`src/slci_pkg.sv`:
```
// Package for the serial LCD command interface.
// Holds the phase type, the state and response records and the sync constants.
// Used by slci_step and serial_lcd_command_interface.
package slci_pkg;

   typedef enum logic [3:0] {
      PH_IDLE    = 4'd0,
      PH_BUSY_TX = 4'd1,
      PH_BUSY_R1 = 4'd2,
      PH_BUSY_R2 = 4'd3,
      PH_SYNC_TX = 4'd4,
      PH_HI_TX   = 4'd5,
      PH_LO_TX   = 4'd6,
      PH_RD_R1   = 4'd7,
      PH_RD_R2   = 4'd8
   } phase_type;

   localparam logic [1:0] REQ_WR_CMD  = 2'd0;
   localparam logic [1:0] REQ_WR_DATA = 2'd1;
   localparam logic [1:0] REQ_RD_DATA = 2'd2;

   localparam logic [7:0] SYNC_WR_CMD  = 8'hF8;
   localparam logic [7:0] SYNC_WR_DATA = 8'hFA;
   localparam logic [7:0] SYNC_BUSY    = 8'hFC;
   localparam logic [7:0] SYNC_RD_DATA = 8'hFE;

   localparam logic [2:0] LAST_BIT = 3'd7;

   typedef struct packed {
      phase_type  phase;
      logic [2:0] bit_count;
      logic       half_bit;
      logic [7:0] shift_reg;
      logic [7:0] first_rx_byte;
      logic [1:0] pending_kind;
      logic [7:0] pending_byte;
   } state_type;

   typedef struct packed {
      logic       chip_select;
      logic       serial_clock;
      logic       serial_data_out;
      logic       data_drive;
      logic       ready_res;
      logic       read_valid;
      logic [7:0] read_byte;
   } rsp_type;

   function automatic logic [7:0] sync_byte(input logic [1:0] kind);
      logic [7:0] result;
      unique case (kind)
         REQ_WR_CMD:  result = SYNC_WR_CMD;
         REQ_WR_DATA: result = SYNC_WR_DATA;
         default:     result = SYNC_RD_DATA;
      endcase
      return result;
   endfunction

endpackage

```
`src/serial_lcd_command_interface.sv`:
```
// Serial LCD command interface: tick-driven three-wire master for a character display.
// Top level; instantiates slci_step and uses slci_pkg.
//
// Usage: every request on the req_ channel is one clock tick of the serial
// sequence and carries the command fields (req_req_valid, req_req_type,
// req_req_byte) together with the sampled data line level req_sid_in.
// For each accepted request exactly one response leaves on the rsp_ channel,
// holding the pin levels for that tick plus ready_res, read_valid and read_byte.
// A command offered while a transaction is running is dropped.
// The response is registered; rsp_valid rises in the cycle after acceptance when
// the output is free. Throughput is one request per cycle while req_stall is low;
// the per-tick state update is a single pass of logic between the state register
// and the response register. A two-entry output buffer (response register plus skid
// register) lets a request be taken while a response still waits; req_stall rises
// only when both entries are full, so the skid entry absorbs a request during a stall.
// Reset returns the sequencer to idle, clears both buffer entries and drops
// req_stall; responses held at reset are discarded.
module serial_lcd_command_interface (
   input  logic       clock,
   input  logic       reset,
   input  logic       req_valid,
   output logic       req_stall,
   input  logic       req_req_valid,
   input  logic [1:0] req_req_type,
   input  logic [7:0] req_req_byte,
   input  logic       req_sid_in,
   output logic       rsp_valid,
   input  logic       rsp_stall,
   output logic       rsp_chip_select,
   output logic       rsp_serial_clock,
   output logic       rsp_serial_data_out,
   output logic       rsp_data_drive,
   output logic       rsp_ready_res,
   output logic       rsp_read_valid,
   output logic [7:0] rsp_read_byte
);
   import slci_pkg::*;

   state_type state_ff;
   state_type state_in;
   rsp_type   step_rsp;
   rsp_type   out_ff;
   rsp_type   out_in;
   rsp_type   skid_ff;
   rsp_type   skid_in;
   logic      out_valid_ff;
   logic      out_valid_in;
   logic      skid_valid_ff;
   logic      skid_valid_in;
   state_type step_state;
   logic      req_take;
   logic      rsp_take;

   slci_step u_step (
      .cur_state (state_ff),
      .req_flag  (req_req_valid),
      .req_type  (req_req_type),
      .req_byte  (req_req_byte),
      .sid_in    (req_sid_in),
      .nxt_state (step_state),
      .rsp       (step_rsp)
   );

   assign req_stall = skid_valid_ff;
   assign req_take  = req_valid && !skid_valid_ff;
   assign rsp_take  = out_valid_ff && !rsp_stall;

   always_comb begin
      state_in      = req_take ? step_state : state_ff;
      out_in        = out_ff;
      out_valid_in  = out_valid_ff;
      skid_in       = skid_ff;
      skid_valid_in = skid_valid_ff;
      if (!out_valid_ff || rsp_take) begin
         if (skid_valid_ff) begin
            out_in        = skid_ff;
            out_valid_in  = 1'b1;
            skid_valid_in = 1'b0;
         end else begin
            out_in       = step_rsp;
            out_valid_in = req_take;
         end
      end else if (req_take) begin
         skid_in       = step_rsp;
         skid_valid_in = 1'b1;
      end
   end

   always_ff @(posedge clock) begin
      if (reset) begin
         state_ff      <= '0;
         out_valid_ff  <= 1'b0;
         skid_valid_ff <= 1'b0;
      end else begin
         state_ff      <= state_in;
         out_valid_ff  <= out_valid_in;
         skid_valid_ff <= skid_valid_in;
      end
   end

   always_ff @(posedge clock) begin
      out_ff  <= out_in;
      skid_ff <= skid_in;
   end

   assign rsp_valid           = out_valid_ff;
   assign rsp_chip_select     = out_ff.chip_select;
   assign rsp_serial_clock    = out_ff.serial_clock;
   assign rsp_serial_data_out = out_ff.serial_data_out;
   assign rsp_data_drive      = out_ff.data_drive;
   assign rsp_ready_res       = out_ff.ready_res;
   assign rsp_read_valid      = out_ff.read_valid;
   assign rsp_read_byte       = out_ff.read_byte;

endmodule

```
`src/slci_step.sv`:
```
// One tick of the serial LCD master: next state and pin levels from the current state.
// Purely combinational; depends on slci_pkg.
module slci_step (
   input  slci_pkg::state_type cur_state,
   input  logic                req_flag,
   input  logic [1:0]          req_type,
   input  logic [7:0]          req_byte,
   input  logic                sid_in,
   output slci_pkg::state_type nxt_state,
   output slci_pkg::rsp_type   rsp
);
   import slci_pkg::*;

   logic [7:0] rx_byte;
   logic [7:0] rx_comb;

   assign rx_byte = {cur_state.shift_reg[6:0], sid_in};
   assign rx_comb = {cur_state.first_rx_byte[7:4], rx_byte[3:0]};

   always_comb begin
      nxt_state = cur_state;
      rsp       = '0;
      unique case (cur_state.phase)
         PH_BUSY_TX, PH_SYNC_TX, PH_HI_TX, PH_LO_TX: begin
            rsp.chip_select     = 1'b1;
            rsp.data_drive      = 1'b1;
            rsp.serial_data_out = cur_state.shift_reg[7];
            rsp.serial_clock    = cur_state.half_bit;
            if (!cur_state.half_bit) begin
               nxt_state.half_bit = 1'b1;
            end else begin
               nxt_state.half_bit  = 1'b0;
               nxt_state.shift_reg = {cur_state.shift_reg[6:0], 1'b0};
               if (cur_state.bit_count == LAST_BIT) begin
                  nxt_state.bit_count = '0;
                  unique case (cur_state.phase)
                     PH_BUSY_TX: begin
                        nxt_state.phase     = PH_BUSY_R1;
                        nxt_state.shift_reg = '0;
                     end
                     PH_SYNC_TX: begin
                        if (cur_state.pending_kind == REQ_RD_DATA) begin
                           nxt_state.phase     = PH_RD_R1;
                           nxt_state.shift_reg = '0;
                        end else begin
                           nxt_state.phase     = PH_HI_TX;
                           nxt_state.shift_reg = {cur_state.pending_byte[7:4], 4'h0};
                        end
                     end
                     PH_HI_TX: begin
                        nxt_state.phase     = PH_LO_TX;
                        nxt_state.shift_reg = {cur_state.pending_byte[3:0], 4'h0};
                     end
                     default: begin
                        nxt_state.phase     = PH_IDLE;
                        nxt_state.shift_reg = '0;
                     end
                  endcase
               end else begin
                  nxt_state.bit_count = cur_state.bit_count + 3'd1;
               end
            end
         end
         PH_BUSY_R1, PH_BUSY_R2, PH_RD_R1, PH_RD_R2: begin
            rsp.chip_select  = 1'b1;
            rsp.serial_clock = ~cur_state.half_bit;
            if (!cur_state.half_bit) begin
               nxt_state.half_bit = 1'b1;
            end else begin
               nxt_state.half_bit  = 1'b0;
               nxt_state.shift_reg = rx_byte;
               if (cur_state.bit_count == LAST_BIT) begin
                  nxt_state.bit_count = '0;
                  unique case (cur_state.phase)
                     PH_BUSY_R1: begin
                        nxt_state.first_rx_byte = rx_byte;
                        nxt_state.phase         = PH_BUSY_R2;
                        nxt_state.shift_reg     = '0;
                     end
                     PH_RD_R1: begin
                        nxt_state.first_rx_byte = rx_byte;
                        nxt_state.phase         = PH_RD_R2;
                        nxt_state.shift_reg     = '0;
                     end
                     PH_BUSY_R2: begin
                        if (rx_comb[7]) begin
                           nxt_state.phase     = PH_BUSY_TX;
                           nxt_state.shift_reg = SYNC_BUSY;
                        end else begin
                           nxt_state.phase     = PH_SYNC_TX;
                           nxt_state.shift_reg = sync_byte(cur_state.pending_kind);
                        end
                     end
                     default: begin
                        rsp.read_valid      = 1'b1;
                        rsp.read_byte       = rx_comb;
                        nxt_state.phase     = PH_IDLE;
                        nxt_state.shift_reg = '0;
                     end
                  endcase
               end else begin
                  nxt_state.bit_count = cur_state.bit_count + 3'd1;
               end
            end
         end
         default: begin
            nxt_state.phase = PH_IDLE;
            if (req_flag && (req_type == REQ_WR_CMD || req_type == REQ_WR_DATA ||
                             req_type == REQ_RD_DATA)) begin
               rsp.ready_res          = 1'b1;
               nxt_state.pending_kind = req_type;
               nxt_state.pending_byte = req_byte;
               nxt_state.phase        = PH_BUSY_TX;
               nxt_state.shift_reg    = SYNC_BUSY;
               nxt_state.bit_count    = '0;
               nxt_state.half_bit     = 1'b0;
            end
         end
      endcase
   end

endmodule

```
`config.mk`:
```
export PLATFORM = sky130hd
export DESIGN_NAME = serial_lcd_command_interface
export DESIGN_NICKNAME = d
export VERILOG_FILES = /design/src/slci_pkg.sv /design/src/serial_lcd_command_interface.sv /design/src/slci_step.sv
export SDC_FILE = /design/constraint.sdc
export NUM_CORES = 1
export LEC_CHECK = 0
export BUFFER_PORTS_ARGS = -buffer_cell sky130_fd_sc_hd__buf_2
export CORE_MARGIN = 3
export CORE_UTILIZATION = 35
export DETAILED_ROUTE_END_ITERATION = 6
export SYNTH_ARGS = -nofsm -noshare
export SYNTH_HDL_FRONTEND = slang
export SYNTH_SLANG_ARGS = --single-unit
```
`constraint.sdc`:
```
create_clock -name clock -period 5 [get_ports clock]
set_input_delay 0.25 -clock clock [delete_from_list [all_inputs] [get_ports clock]]
set_output_delay 0.25 -clock clock [all_outputs]
set_load 0.01 [all_outputs]
```
; ---- Word-level counts from Yosys, hierarchy flattened
; Index checks and enable logic that the tools add are counted.
[word_totals]
register_bits = 64
in_bits = 16
out_inout_bits = 16
wordCells = 100
[op_classes]
n_addsub = 1
eq_ne = 17
mux = 32
bitwise_logic = 3
reduce_logical = 24
[ops]
columns = cell, n
row1 = 8-bit 2-to-1 mux, 6
row2 = 9-bit 2-to-1 mux, 4
row3 = 16-bit 2-to-1 mux, 2
row4 = 16-bit case mux with 2 select lines, 1
row5 = 4-bit case mux with 3 select lines, 2
row6 = "4-bit by 3-bit equality test with 1-bit output, second input constant", 4
row7 = 8-bit case mux with 2 select lines, 1
row8 = 14-bit 2-to-1 mux, 1
row9 = 7-bit 2-to-1 mux, 2
row10 = 13-bit 2-to-1 mux, 1
row11 = 5-bit AND reduction, 2
row12 = "4-bit by 2-bit equality test with 1-bit output, second input constant", 2
row13 = 4-bit 2-to-1 mux, 2
row14 = 4-bit OR reduction, 2
row15 = 8-bit OR reduction, 1
row16 = 3-bit 2-to-1 mux, 2
row17 = 3-bit case mux with 2 select lines, 1
row18 = "2-bit by 1-bit equality test with 1-bit output, second input constant", 2
row19 = "2-bit equality test, second input constant", 2
row20 = "4-bit by 1-bit equality test with 1-bit output, second input constant", 1
row21 = "4-bit equality test, second input constant", 1
row22 = 2-bit zero test, 2
row23 = 1-bit 2-to-1 mux, 4
row24 = 2-bit 2-to-1 mux, 2
row25 = other kinds (15), 27

; ---- Longest topological paths before layout
; Gate-level depths: netlist (run 1).
[depth]
depth_word = 7
depth_mapped = 8

; ---- Modules after synthesis
; From an unflattened synthesis (run 1), not the netlist that was laid out.
[unflattened]
cells_unflattened = 364
hier_area_um2 = 3913.8
[modules_own_cells]
columns = mod, n_inst, cells_per_inst, area_per_inst_um2
row1 = serial_lcd_command_interface, 1, 204, 2747.6
row2 = slci_step, 1, 160, 1166.1

; ---- Least setup slack after synthesis (run 1)
; Ideal clock, no wire load.
[synth_path]
path_kind = flip-flop to flip-flop
start = register state_ff[27] (netlist name)
end = register state_ff[21] (netlist name)
setup_time_ps = 91
t_arrival_ps = 1814
path_slack_ps = 3095
stages_incl_launch_ff = 8
path_buffers = 3
period_less_slack_ps = 1905
cell_sequence = dfxtp_1 ha_1 ha_1 clkbuf_1 buf_1 clkbuf_1 o221ai_1 a311oi_1
[synth_via]
elab_chain_cells = 4
elab_cells_between_ends = 6
classes_between = 1 x eq/ne / 5 x mux
[synth_lines]
columns = element, line
row1 = start: declaration, serial_lcd_command_interface.sv:39  ; state_type state_ff;
row2 = start signal: assignment, serial_lcd_command_interface.sv:95  ; state_ff <= state_in;
row3 = 3-bit equality test (*), "slci_step.sv:34, slci_step.sv:72"
row4 = 16-bit 2-to-1 mux or 8-bit 2-to-1 mux (tied branches), "slci_step.sv:72, slci_step.sv:34"
row5 = 16-bit 2-to-1 mux or 8-bit 2-to-1 mux (tied branches), "slci_step.sv:67, slci_step.sv:29"
row6 = 16-bit case mux with 2 select lines (*), slci_step.sv:23  ; unique case (cur_state.phase)
; Every way passes the cells marked *; elsewhere a longest branch is shown, timed or not. The select of a mux whose other input is x is not followed.
; A chain may end at the register's enable or synchronous reset.

; ---- Worst setup path after layout (run 1)
[layout_path]
start = register state_ff[33] (netlist name)
end = register state_ff[18] (netlist name)
[layout_via]
elab_chain_cells = 5
elab_cells_between_ends = 21
classes_between = 10 x eq/ne / 7 x mux / 4 x reduce/logical
[layout_lines]
columns = element, line
row1 = 4-bit by 3-bit equality test with 1-bit output or 4-bit by 2-bit equality test with 1-bit output (tied branches), "slci_step.sv:23, slci_step.sv:36, slci_step.sv:74"
row2 = 8-bit case mux with 2 select lines or 8-bit 2-to-1 mux (tied branches), "slci_step.sv:36, slci_step.sv:74"
row3 = 8-bit 2-to-1 mux or 16-bit 2-to-1 mux (tied branches), "slci_step.sv:34, slci_step.sv:72"
row4 = 8-bit 2-to-1 mux or 16-bit 2-to-1 mux (tied branches), "slci_step.sv:29, slci_step.sv:67"
row5 = 16-bit case mux with 2 select lines, slci_step.sv:23
; Parallel ways exist; a longest one is shown, timed or not. The select of a mux whose other input is x is not followed.

==> results by group, run 1 <==
Clock network
  • CTS Root Cell: clkbuf_8
  • H-Tree Level Count: 3
  • Hold_buf cts: 0
  • Num Clock Sinks: 60
  • Worst-Skew Late Latency: 330 ps
  • Worst-path clk slew: around 70 ps
  • Post-CTS Setup Inserts: 0
  • CTS Buf Count: 9
  • CTS tree: built
  • CTS max path bufs: 2
  • Post-CTS resize count: 0

Final layout
  • Commonest cells after routing, fill and taps aside: nand2_1 (44), dfxtp_1 (32), buf_2 (31)
  • Share of layout cells above drive strength 1: 19.7%
  • Fill cell count: 812
  • Final instance area: 0.00329 mm^2
  • Diode count: 0
  • Commonest non-fill, non-tap cell in the layout: nand2_1
  • Area Overhead vs Synth: 12.3%
  • Net count reported at finish: roughly 330

Outcome
  • Status: finished clean

Critical path
  • CP max FO: 23
  • Crit start category: flip-flop
  • R2R Setup Slk: 2400 ps
  • Worst r2r dst: state_ff[18]$_SDFFE_PP0P_
  • Worst r2r path cells: 4
  • Worst endpoint required time: 5240 ps
  • Reg2Reg Launch Point: state_ff[33]$_SDFFE_PP0P_
  • Setup CP Type: reg -> reg
  • CP Capture Type: flip-flop
  • Worst path arrival time: 2840 ps

STA
  • Unrepaired setup endpoints after global routing: no
  • Tightest Pin Transition: 1100 ps
  • Worst slew margin: approximately 26%
  • Minimum clock period after layout: 2600 ps
  • Fin. Hold Viols: 0
  • Final Slew Violations: 0
  • Final Cycle Share: between 50% and 60%
  • Max Clk Rate: 385 MHz
  • Setup_tns: 0 ps
  • Setup Viol. Count Final: 0
  • Final Skew: 7.59 ps

Synth
  • Syn Std Cell Area: 0.00293 mm^2
  • Cell variety after synth: 56
  • Mapped Nets: roughly 310
  • Register area share after synthesis: roughly half
  • Seq cells post-synth: 60
  • Post-synth EDFFs: 28
  • Synth Instances: 294
  • Ys async rst share: 0%
  • Yosys Warn Count: 0
  • Post-synthesis area per instance: 9.97 um^2
  • Ys flop type: dfxtp_1

Die
  • Starting Density: a little under two fifths
  • Placement Rows: 32
  • I/O pin total: 32
  • Die W: between 90 and 100 um
  • Die height: 97.5 um
  • Total Die Area: 0.00951 mm^2
  • Placeable Area: 0.00793 mm^2

Hold path
  • Worst Hold Depth: 3
  • Hold WC Path Type: in -> reg
  • Hold_sp: req_req_byte[2]
  • WHS Endpoint: state_ff[2]$_SDFFE_PP0P_

GRT
  • Pin count of the biggest net entering global routing: 31
  • GRT met2 Usage: approximately 19%
  • GRT Total Usage: 13.4%
  • Initial antenna violation count: 0
  • Vias in the first global route: about 2100
  • Met3 usage: 3.52%
  • Met1 Use GR: 19.5%
  • Total grt overflow: 0
  • First-pass GRT wire length: 10400 um
  • Most Used Layer, Global Route: met1

Route
  • Drt total wl: about 6100 um
  • First-pass DRT Iterations: 4
  • Routed Antenna Nets: 0
  • Via count of the routed design: 2291
  • 1st-iter DRT viols: 185
  • Vias per cell: 5.43
  • Wire length per cell: 14.5 um
  • Drc violations: 0

Power and ir drop
  • Peak VDD IR: 0.140 mV
  • Power Density: 300 mW/mm^2
  • LEAKAGE: 1.15 nW

Run
  • Maxcap violations: 0

Placement
  • Post-DP Area: ~0.0031 mm^2
  • Gp weighted congestion: 0.851
  • Hpwl dp: 4120 um
  • I/O Buffers: 31
report_power, final:
part / total [W] / leakage (nW) / switching (W) / internal [W]
Combinational: 0.0000714 / 0.535 / 0.0000444 / 0.0000270
Clock: 0.000371 / 0.0799 / 0.000192 / 0.000179
Sequential: 0.000546 / 0.533 / 0.0000124 / 0.000533
Total: 0.000988 / 1.15 / 0.000249 / 0.000739
how the worst max path moves through the flow:
stage / end / cells after the start / slack, ps / startpoint
after floorplan: state_ff[21]$_SDFFE_PP0P_ / 7 / 3090 / state_ff[27]$_SDFFE_PP0P_
after global placement: state_ff[18]$_SDFFE_PP0P_ / 4 / 2490 / state_ff[33]$_SDFFE_PP0P_
after detailed placement: state_ff[18]$_SDFFE_PP0P_ / 4 / 2430 / state_ff[33]$_SDFFE_PP0P_
after CTS: state_ff[18]$_SDFFE_PP0P_ / 4 / 2420 / state_ff[33]$_SDFFE_PP0P_
after global routing: state_ff[18]$_SDFFE_PP0P_ / 4 / 2230 / state_ff[33]$_SDFFE_PP0P_
final: state_ff[18]$_SDFFE_PP0P_ / 4 / 2400 / state_ff[33]$_SDFFE_PP0P_
cells by family after synthesis:
kind of cell | share of synthesized area [%]
and+or+nand+nor | 20.8
AOI/OAI and AO/OA | 18.7
DFF | 50.6
buffers and inverters | 4.31
muxes | 4.83
adders and majority gates | 0.854
cell usage after synthesis, types with 3 or more instances:
master | instances | area, um^2
dfxtp_1 | 32 | 641
and2_1 | 10 | 62.6
a21oi_1 | 19 | 95.1
mux2i_1 | 4 | 40.0
mux2_2 | 9 | 101
edfxtp_1 | 28 | 841
nand3b_1 | 3 | 22.5
a31oi_1 | 7 | 43.8
nand2_1 | 44 | 165
nand3_1 | 5 | 25.0
a311o_1 | 4 | 40.0
o2111ai_1 | 4 | 35.0
o21ai_0 | 6 | 30.0
nor2_1 | 17 | 63.8
nor3_1 | 8 | 40.0
a41oi_1 | 4 | 35.0
nor2b_1 | 3 | 18.8
clkbuf_1 | 16 | 60.1
o31ai_1 | 8 | 60.1
nand4b_1 | 3 | 26.3
nand2b_1 | 5 | 31.3
inv_1 | 8 | 30.0
or4_1 | 6 | 45.0
area by class of cell:
class	count	area [um^2]	share of cell area, %
Inverter	9	33.8	1.03
Sequential cell	60	1480	45.0
Timing Repair Buffer	31	155	4.72
Clock inverter	6	41.3	1.26
Clock buffer	10	128	3.88
Tap cell	102	128	3.88
Multi-Input combinational cell	204	1320	40.2
per-layer routing:
| metal | wire, um | vias up |
|---|---|---|
| met2 | 2630 | 77 |
| met4 | 48 | 0 |
| met5 | 0 | - |
| met1 | 2980 | 1066 |
| li1 | - | 1144 |
| met3 | 448 | 4 |
registers in the layout, summed over array words and instances (netlist names):
| signal | count |
|---|---|
| req_stall | 1 |
| rsp_chip_select | 1 |
| rsp_data_drive | 1 |
| rsp_read_byte | 8 |
| rsp_read_valid | 1 |
| rsp_ready_res | 1 |
| rsp_serial_clock | 1 |
| rsp_serial_data_out | 1 |
| rsp_valid | 1 |
| skid_ff | 14 |
| state_ff | 30 |
critical path: stages, from the launching register on:
cell	delay (ps)
dfxtp_1	560
or4_4	680
a211oi_4	800
nor2_2	120
o41ai_2	340
metrics by stage:
stage | hold slack (ps) | utilization (%) | std cells | setup WS (ps) | total power, W
2_1_floorplan | 386 | - | 294 | 3090 | 0.000603
3_3_place_gp | 448 | 39.4 | 406 | 2490 | 0.000627
3_5_place_dp | 450 | 39.4 | 406 | 2430 | 0.000628
4_1_cts | 135 | 41.5 | 422 | 2420 | 0.000999
5_1_grt | 148 | 41.5 | 422 | 2230 | 0.00103
6_report | 150 | 41.5 | 422 | 2400 | 0.000988
Note: power is estimated with default switching activity, not from simulation.
==> run 2, diff against run 1 <==
--- a/config.mk
+++ b/config.mk
@@ -5,6 +5,7 @@
 export SDC_FILE = /design/constraint.sdc
 export NUM_CORES = 1
 export LEC_CHECK = 0
+export ABC_AREA = 1
 export BUFFER_PORTS_ARGS = -buffer_cell sky130_fd_sc_hd__buf_2
 export CORE_MARGIN = 3
 export CORE_UTILIZATION = 35
==> constraint.sdc (replaced) <==
create_clock -name clock -period 2.3 [get_ports clock]
set_input_delay 0.115 -clock clock [delete_from_list [all_inputs] [get_ports clock]]
set_output_delay 0.115 -clock clock [all_outputs]
set_load 0.01 [all_outputs]
==> run 2 against run 1 <==
  * Cell area rose by 3.7%
  * Final cell count rose by 20%
  * Utilization rose by 2.0 points
  * Clock skew fell by 2.5 ps
  * Register-to-register slack got worse by 2000 ps
  * Global-route usage rose by 2.0 points
  * Fmax rose by 35%
  * Sequential power rose by 140%
  * Highest routed layer unchanged
==> results by group, run 2 <==
Outcome
  • Status: finished clean (unchanged)

Synth
  • Seq cells post-synth: 60 (unchanged)
  • Post-synth top area share: 29.3% (was 28.7%)
  • Yosys Warn Count: 0 (unchanged)
  • Register area share after synthesis: 51.6% (was 50.6%)
  • Syn Std Cell Area: 0.00287 mm^2 (was 0.00293 mm^2)
  • Post-synth EDFFs: 28 (unchanged)
  • Commonest cells in the netlist: nand2_1 (99), nor2_1 (46), inv_1 (38) (was nand2_1 (44), dfxtp_1 (32), edfxtp_1 (28))
  • Cell variety after synth: 29 (was 56)
  • Post-synthesis area per instance: 7.95 um^2 (was 9.97 um^2)
  • Cell taking the most area after synthesis: edfxtp_1 (unchanged)
  • Ys flop type: dfxtp_1 (unchanged)
  • Ys async rst share: 0% (unchanged)
  • Mapped Nets: 379 (was 312)
  • Synth Instances: 361 (was 294)
  • Synth top area cells: edfxtp_1 (29%), dfxtp_1 (22%), nand2_1 (13%) (was edfxtp_1 (29%), dfxtp_1 (22%), nand2_1 (5.6%))
  • Count leader, synth: nand2_1 (unchanged)

Final layout
  • Net count reported at finish: 417 (was 333)
  • Largest register FFs: 30 (unchanged)
  • Share of layout cells above drive strength 1: 18.8% (was 19.7%)
  • Diode count: 0 (unchanged)
  • Commonest non-fill, non-tap cell in the layout: nand2_1 (unchanged)
  • Commonest cells after routing, fill and taps aside: nand2_1 (99), nor2_1 (46), inv_1 (38) (was nand2_1 (44), dfxtp_1 (32), buf_2 (31))
  • Biggest register: state_ff (unchanged)
  • Fin cells: 506 (was 422)
  • Area Overhead vs Synth: 18.8% (was 12.3%)

Power and ir drop
  • LEAKAGE: 1.54 nW (was 1.15 nW)
  • PnR Total Power: 0.00328 W (was 0.000988 W)
  • Peak VDD IR: 0.345 mV (was 0.140 mV)
  • Power Density: 961 mW/mm^2 (was 300 mW/mm^2)

Clock network
  • H-Tree Level Count: 3 (unchanged)
  • Num Clock Sinks: 60 (unchanged)
  • CTS Buf Count: 9 (unchanged)
  • CTS Root Cell: clkbuf_8 (unchanged)
  • CTS max path bufs: 2 (unchanged)
  • Hold_buf cts: 0 (unchanged)
  • Worst-Skew Late Latency: 340 ps (was 330 ps)
  • Post-CTS Setup Inserts: 0 (unchanged)
  • CTS tree: built (unchanged)
  • Post-CTS resize count: 0 (unchanged)
  • Worst-path clk slew: 70 ps (about the same)

GRT
  • First-pass GRT wire length: 10900 um (was 10400 um)
  • Pin count of the biggest net entering global routing: 20 (was 31)
  • Vias in the first global route: 2261 (was 2115)
  • Initial antenna violation count: 0 (unchanged)
  • GRT Total Usage: 15.4% (was 13.4%)
  • Total grt overflow: 0 (unchanged)

Route
  • Wire length per cell: 12.9 um (was 14.5 um)
  • First-pass DRT Iterations: 4 (unchanged)
  • Drc violations: 0 (unchanged)
  • 1st-iter DRT viols: 210 (was 185)
  • Drt total wl: 6540 um (was 6100 um)
  • Vias per cell: 4.79 (was 5.43)
  • Routed Antenna Nets: 0 (unchanged)
  • Via count of the routed design: 2425 (was 2291)

Placement
  • DP Cell Count: 490 (was 406)
  • Post-Place Setup Slack: 408 ps (was 2430 ps)
  • I/O Buffers: 31 (unchanged)
  • Gp weighted congestion: 0.904 (was 0.851)
  • Hpwl dp: 4770 um (was 4120 um)

STA
  • Fin. Hold Viols: 0 (unchanged)
  • Setup Viol. Count Final: 0 (unchanged)
  • Minimum clock period after layout: 1930 ps (was 2600 ps)
  • Unrepaired setup endpoints after global routing: no (unchanged)
  • Max Clk Rate: 518 MHz (was 385 MHz)
  • Final Cycle Share: 83.9% (was 52.0%)
  • Tightest Pin Transition: 528 ps (was 1100 ps)
  • Final Slew Violations: 0 (unchanged)
  • Final Skew: 5.05 ps (was 7.59 ps)
  • Worst setup margin: 369 ps (was 2400 ps)
  • Worst slew margin: 64.6% (was 26.0%)
  • Setup_tns: 0 ps (unchanged)

Die
  • Starting Density: 36.6% (was 37.0%)
  • I/O pin total: 32 (unchanged)
  • Die height: 96.6 um (was 97.5 um)
  • Placeable Area: 0.00785 mm^2 (was 0.00793 mm^2)
  • Total Die Area: 0.00933 mm^2 (was 0.00951 mm^2)
  • Die W: 96.6 um (was 97.5 um)
  • Placement Rows: 32 (unchanged)

Critical path
  • Delay-heaviest family, CP: simple AND/OR/NAND/NOR gates (was compound AO/OA/AOI/OAI gates)
  • Worst r2r path cells: 9 (was 4)
  • CP Capture Type: flip-flop (unchanged)
  • Setup CP Type: reg -> reg (unchanged)
  • Crit path to: state_ff[7]$_SDFFE_PP0P_ (was state_ff[18]$_SDFFE_PP0P_)
  • Slowest cell on crit path: dfxtp_1 (was a211oi_4)
  • Reg2Reg Launch Point: state_ff[30]$_SDFFE_PP0P_ (was state_ff[33]$_SDFFE_PP0P_)
  • Worst path max stage delay: 560 ps (was 800 ps)
  • Most frequent cell on the critical path: nand2_2
  • Crit-path cells: nand2_1 > nand2_2 > nand2_4 > inv_4 > nand2_2 > nor2_4 > nand2_2 > nand2_1 > a21oi_1 (was or4_4 > a211oi_4 > nor2_2 > o41ai_2)
  • Setup crit start: state_ff[30]$_SDFFE_PP0P_ (was state_ff[33]$_SDFFE_PP0P_)
  • Worst r2r dst: state_ff[7]$_SDFFE_PP0P_ (was state_ff[18]$_SDFFE_PP0P_)
  • Worst path arrival time: 2150 ps (was 2840 ps)
  • CP max FO: 12 (was 23)
  • WP depth: 9 (was 4)
  • Crit start category: flip-flop (unchanged)
  • CP bufs+invs: 1 (was 0)
  • R2R Setup Slk: 370 ps (was 2400 ps)
  • Worst endpoint required time: 2520 ps (was 5240 ps)

Hold path
  • Hold WC Path Type: in -> reg (unchanged)
  • Worst Hold Depth: 3 (unchanged)

Run
  • Maxcap violations: 0 (unchanged)
[run 2: cell types whose count changed in the layout (fill, tap and decap cells not counted), moves of 8 or more]
cell     delta
and2_1     -10
inv_1      +30
nand2_1    +55
nand3_1    +15
buf_4       +8
nand4_1    +14
mux2_2      -9
o21ai_0    +15
nor2_1     +29
o31ai_1     -8
[run 2: layout make-up]
class / count / area [um^2]
Fill cell: 822 / 4440
Clock buffer: 9 / 124
Inverter: 42 / 160
Sequential cell: 60 / 1480
Multi-Input combinational cell: 247 / 1160
Timing Repair Buffer: 39 / 215
Clock inverter: 7 / 139
Tap cell: 102 / 128
[run 2: worst reg2reg max path: stages (launching register included)]
cell	delay (ps)
dfxtp_1	560
nand2_1	150
nand2_2	120
nand2_4	120
inv_4	110
nand2_2	100
nor2_4	290
nand2_2	210
nand2_1	110
a21oi_1	60
[run 2: layer usage]
metal	vias up	share of wire (%)	GRT usage, %
li1	1254	-	-
met1	1099	48	20.1
met2	61	44	24.5
met3	11	5.8	4.34
met4	0	1.7	5.61
met5	-	0	0
[run 2: report_power, final]
part	internal [W]	leakage [nW]	switching, W
combinational	0.000226	0.851	0.000467
clock	0.000827	0.133	0.000428
sequential	0.00125	0.551	0.0000793
[run 2: cell families (layout without fill, tap and decap cells)]
group / Yosys count / count (layout) / share of synthesized area, %
AO/OA/AOI/OAI: 45 / 45 / 8.50
adder cells (fa/ha/maj): 2 / 2 / 0.871
buffers and inverters: 54 / 97 / 7.89
flip-flops: 60 / 60 / 51.6
AND/OR/NAND/NOR: 200 / 200 / 31.2
[run 2: worst min-delay path by stage]
stage | start | to
CTS | req_req_byte[4] | state_ff[4]$_SDFFE_PP0P_
finish | req_req_byte[4] | state_ff[4]$_SDFFE_PP0P_
floorplan | reset | state_ff[6]$_SDFFE_PP0P_
global route | req_req_byte[4] | state_ff[4]$_SDFFE_PP0P_
detailed placement | req_req_byte[4] | state_ff[4]$_SDFFE_PP0P_
global placement | req_req_byte[7] | state_ff[7]$_SDFFE_PP0P_
[run 2: metrics by stage]
stage	area [um^2]	hold slack, ps	util [%]
6_report	3410	37.4	43.5
5_1_grt	3410	28.9	43.5
4_1_cts	3410	28.3	43.5
3_5_place_dp	3150	394	40.1
3_3_place_gp	3150	391	40.1
2_1_floorplan	2870	184	-
==> run 3, diff against run 2 <==
--- a/config.mk
+++ b/config.mk
@@ -5,7 +5,7 @@
 export SDC_FILE = /design/constraint.sdc
 export NUM_CORES = 1
 export LEC_CHECK = 0
-export ABC_AREA = 1
+export ABC_AREA = 0
 export BUFFER_PORTS_ARGS = -buffer_cell sky130_fd_sc_hd__buf_2
 export CORE_MARGIN = 3
 export CORE_UTILIZATION = 35
==> constraint.sdc (replaced) <==
create_clock -name clock -period 1.7 [get_ports clock]
set_input_delay 0.085 -clock clock [delete_from_list [all_inputs] [get_ports clock]]
set_output_delay 0.085 -clock clock [all_outputs]
set_load 0.01 [all_outputs]
==> run 3 against run 2 <==
  * The run now ends with setup timing left
  * Cell area increased by 15%
  * Via count rose by 3.5%
  * Routed wire length increased by 12%
  * Global-route usage grew 0.37 points
  * Clock-buffer cell count unchanged
  * Fmax up 8.6%
  * Utilization increased by 6.1 points
  * Register-to-register slack worse by 450 ps
  * Combinational power shrank 58%
  * Largest cell class unchanged
  * Largest power group unchanged
==> results by group, run 3 (synthesis gave the netlist of run 1 again) <==
GRT
  • GRT Total Usage: 15.8% (was 15.4%)
  • Total grt overflow: 0 (unchanged)
  • First-pass GRT wire length: 12200 um (was 10900 um)
  • Pin count of the biggest net entering global routing: 27 (was 20)
  • Initial antenna violation count: 0 (unchanged)
  • Vias in the first global route: 2411 (was 2261)

Route
  • Drt total wl: 7320 um (was 6540 um)
  • DR top layer: met4 (unchanged)
  • Via count of the routed design: 2510 (was 2425)
  • 1st-iter DRT viols: 156 (was 210)
  • First-pass DRT Iterations: 4 (unchanged)
  • Drc violations: 0 (unchanged)
  • Met3 wire len: 341 um (was 378 um)
  • Routed Antenna Nets: 0 (unchanged)
  • Wl on met1: 3400 um (was 3160 um)
  • Wire length per cell: 15.3 um (was 12.9 um)
  • Vias per cell: 5.23 (was 4.79)
  • Met2 WL post-DR: 3420 um (was 2880 um)

Critical path
  • CP max FO: 8 (was 12)
  • Setup CP Type: reg -> reg (unchanged)
  • Crit start category: flip-flop (unchanged)
  • Worst r2r path cells: 6 (was 9)
  • CP Capture Type: flip-flop (unchanged)
  • Worst path arrival time: 2030 ps (was 2150 ps)
  • Worst endpoint required time: 1950 ps (was 2520 ps)

Die
  • Placement Rows: 32 (unchanged)
  • Total Die Area: 0.00951 mm^2 (was 0.00933 mm^2)
  • Placeable Area: 0.00793 mm^2 (was 0.00785 mm^2)
  • Starting Density: 37.0% (was 36.6%)
  • Die height: 97.5 um (was 96.6 um)
  • Die W: 97.5 um (was 96.6 um)
  • I/O pin total: 32 (unchanged)

Power and ir drop
  • Comb pwr share: 9.4% (was 21.2%)
  • Power Density: 788 mW/mm^2 (was 961 mW/mm^2)
  • Sequential cell fraction of total power: 51.5% (was 40.6%)
  • Peak VDD IR: 0.292 mV (was 0.345 mV)
  • LEAKAGE: 1.47 nW (was 1.54 nW)
  • P_int: 0.00225 W (was 0.00230 W)
  • Switching Share: 27.3% (was 29.7%)
  • Sw power: 0.000847 W (was 0.000974 W)
  • Clock power share: 39.0% (was 38.3%)

STA
  • Max Clk Rate: 563 MHz (was 518 MHz)
  • Minimum clock period after layout: 1780 ps (was 1930 ps)
  • Final Cycle Share: 105% (was 83.9%)
  • Final Slew Violations: 0 (unchanged)
  • Setup_tns: -193 ps (was 0 ps)
  • Final Skew: 8.05 ps (was 5.05 ps)
  • Hold Slack: 17.1 ps (was 37.4 ps)
  • Worst slew margin: 67.7% (was 64.6%)
  • Fin. Hold Viols: 0 (unchanged)
  • Tightest Pin Transition: 484 ps (was 528 ps)
  • Setup Viol. Count Final: 5 (was 0)
  • Unrepaired setup endpoints after global routing: yes (was no)
  • Worst setup margin: -77.7 ps (was 369 ps)

Clock network
  • H-Tree Level Count: 3 (unchanged)
  • Num Clock Sinks: 60 (unchanged)
  • CTS tree: built (unchanged)
  • Worst-Skew Late Latency: 350 ps (was 340 ps)
  • CTS max path bufs: 2 (unchanged)
  • CTS Buf Count: 9 (unchanged)
  • Worst-path clk slew: 80 ps (was 70 ps)
  • CTS Root Cell: clkbuf_8 (unchanged)

Outcome
  • Status: finished, violations left (was finished clean)
  • Violated checks: setup timing

Final layout
  • Diode count: 0 (unchanged)
  • Net count reported at finish: 391 (was 417)
  • Biggest register: state_ff (unchanged)
  • Largest register FFs: 30 (unchanged)
  • Commonest cells after routing, fill and taps aside: nand2_1 (44), buf_4 (41), buf_2 (31) (was nand2_1 (99), nor2_1 (46), inv_1 (38))
  • Commonest non-fill, non-tap cell in the layout: nand2_1 (unchanged)
  • Fill cell count: 740 (was 822)
  • Share of layout cells above drive strength 1: 35.2% (was 18.8%)
  • Area Overhead vs Synth: 34.1% (was 18.8%)

Placement
  • Gp weighted congestion: 0.909 (was 0.904)
  • Post-Place Setup Slack: -188 ps (was 408 ps)
  • Hpwl dp: 5140 um (was 4770 um)
  • I/O Buffers: 31 (unchanged)

Run
  • Maxcap violations: 0 (unchanged)

Hold path
  • Worst Hold Depth: 2 (was 3)
  • Hold WC Path Type: in -> reg (unchanged)
-- run 3: final timing paths --
check | start | end | slack [ps]
worst max-delay path | state_ff[30]$_SDFFE_PP0P_ | state_ff[21]$_SDFFE_PP0P_ | -80
worst min-delay path | reset | state_ff[15]$_SDFFE_PP0P_ | 20
worst max register to register | state_ff[30]$_SDFFE_PP0P_ | state_ff[21]$_SDFFE_PP0P_ | -80
worst min register to register | state_ff[1]$_SDFFE_PP0P_ | state_ff[1]$_SDFFE_PP0P_ | 460
-- run 3: what timing repair did --
item,4_1_cts,5_1_grt
resized for setup,17,16
pin swaps,5,7
hold buffers,10,0
endpoints found under the setup margin,27,38
gates cloned,0,1
setup buffers,4,1
endpoints found under the hold margin,10,0
-- run 3: power groups by stage --
stage,Clock [W],Sequential [W],Combinational [W]
floorplan,0,0.00164,0.000143
global placement,0,0.00163,0.000257
detailed placement,0,0.00163,0.000259
CTS,0.00123,0.00160,0.000284
global route,0.00131,0.00160,0.000321
finish,0.00121,0.00160,0.000293
-- run 3: critical path: stages (launching register included) --
cell and delay, ps:
dfxtp_2 340, buf_6 120, or4_4 460, a211oi_4 270
buf_6 180, nor3_2 40, a311oi_1 270
-- run 3: routing by layer --
metal	global-route usage [%]	vias to the layer above
met2	24.7	81
met3	3.23	16
li1	-	1256
met5	0	-
met1	21.1	1157
met4	7.03	0
-- run 3: final cells by class --
cell class | count | area [um^2] | share of cell area, %
Sequential cell | 60 | 1490 | 38.0
Clock buffer | 9 | 124 | 3.15
Timing Repair Buffer | 88 | 648 | 16.5
Multi-Input combinational cell | 205 | 1440 | 36.7
Tap cell | 102 | 128 | 3.25
Clock inverter | 7 | 60.1 | 1.53
Inverter | 9 | 33.8 | 0.860
-- run 3: per-stage QoR --
stage	cells	area, um^2	total power (W)	util (%)
after CTS	478	3850	0.00311	48.6
after floorplan	294	2980	0.00178	-
final	480	3930	0.00310	49.6
after global placement	448	3470	0.00188	43.8
after detailed placement	448	3470	0.00189	43.8
after global routing	480	3930	0.00323	49.6
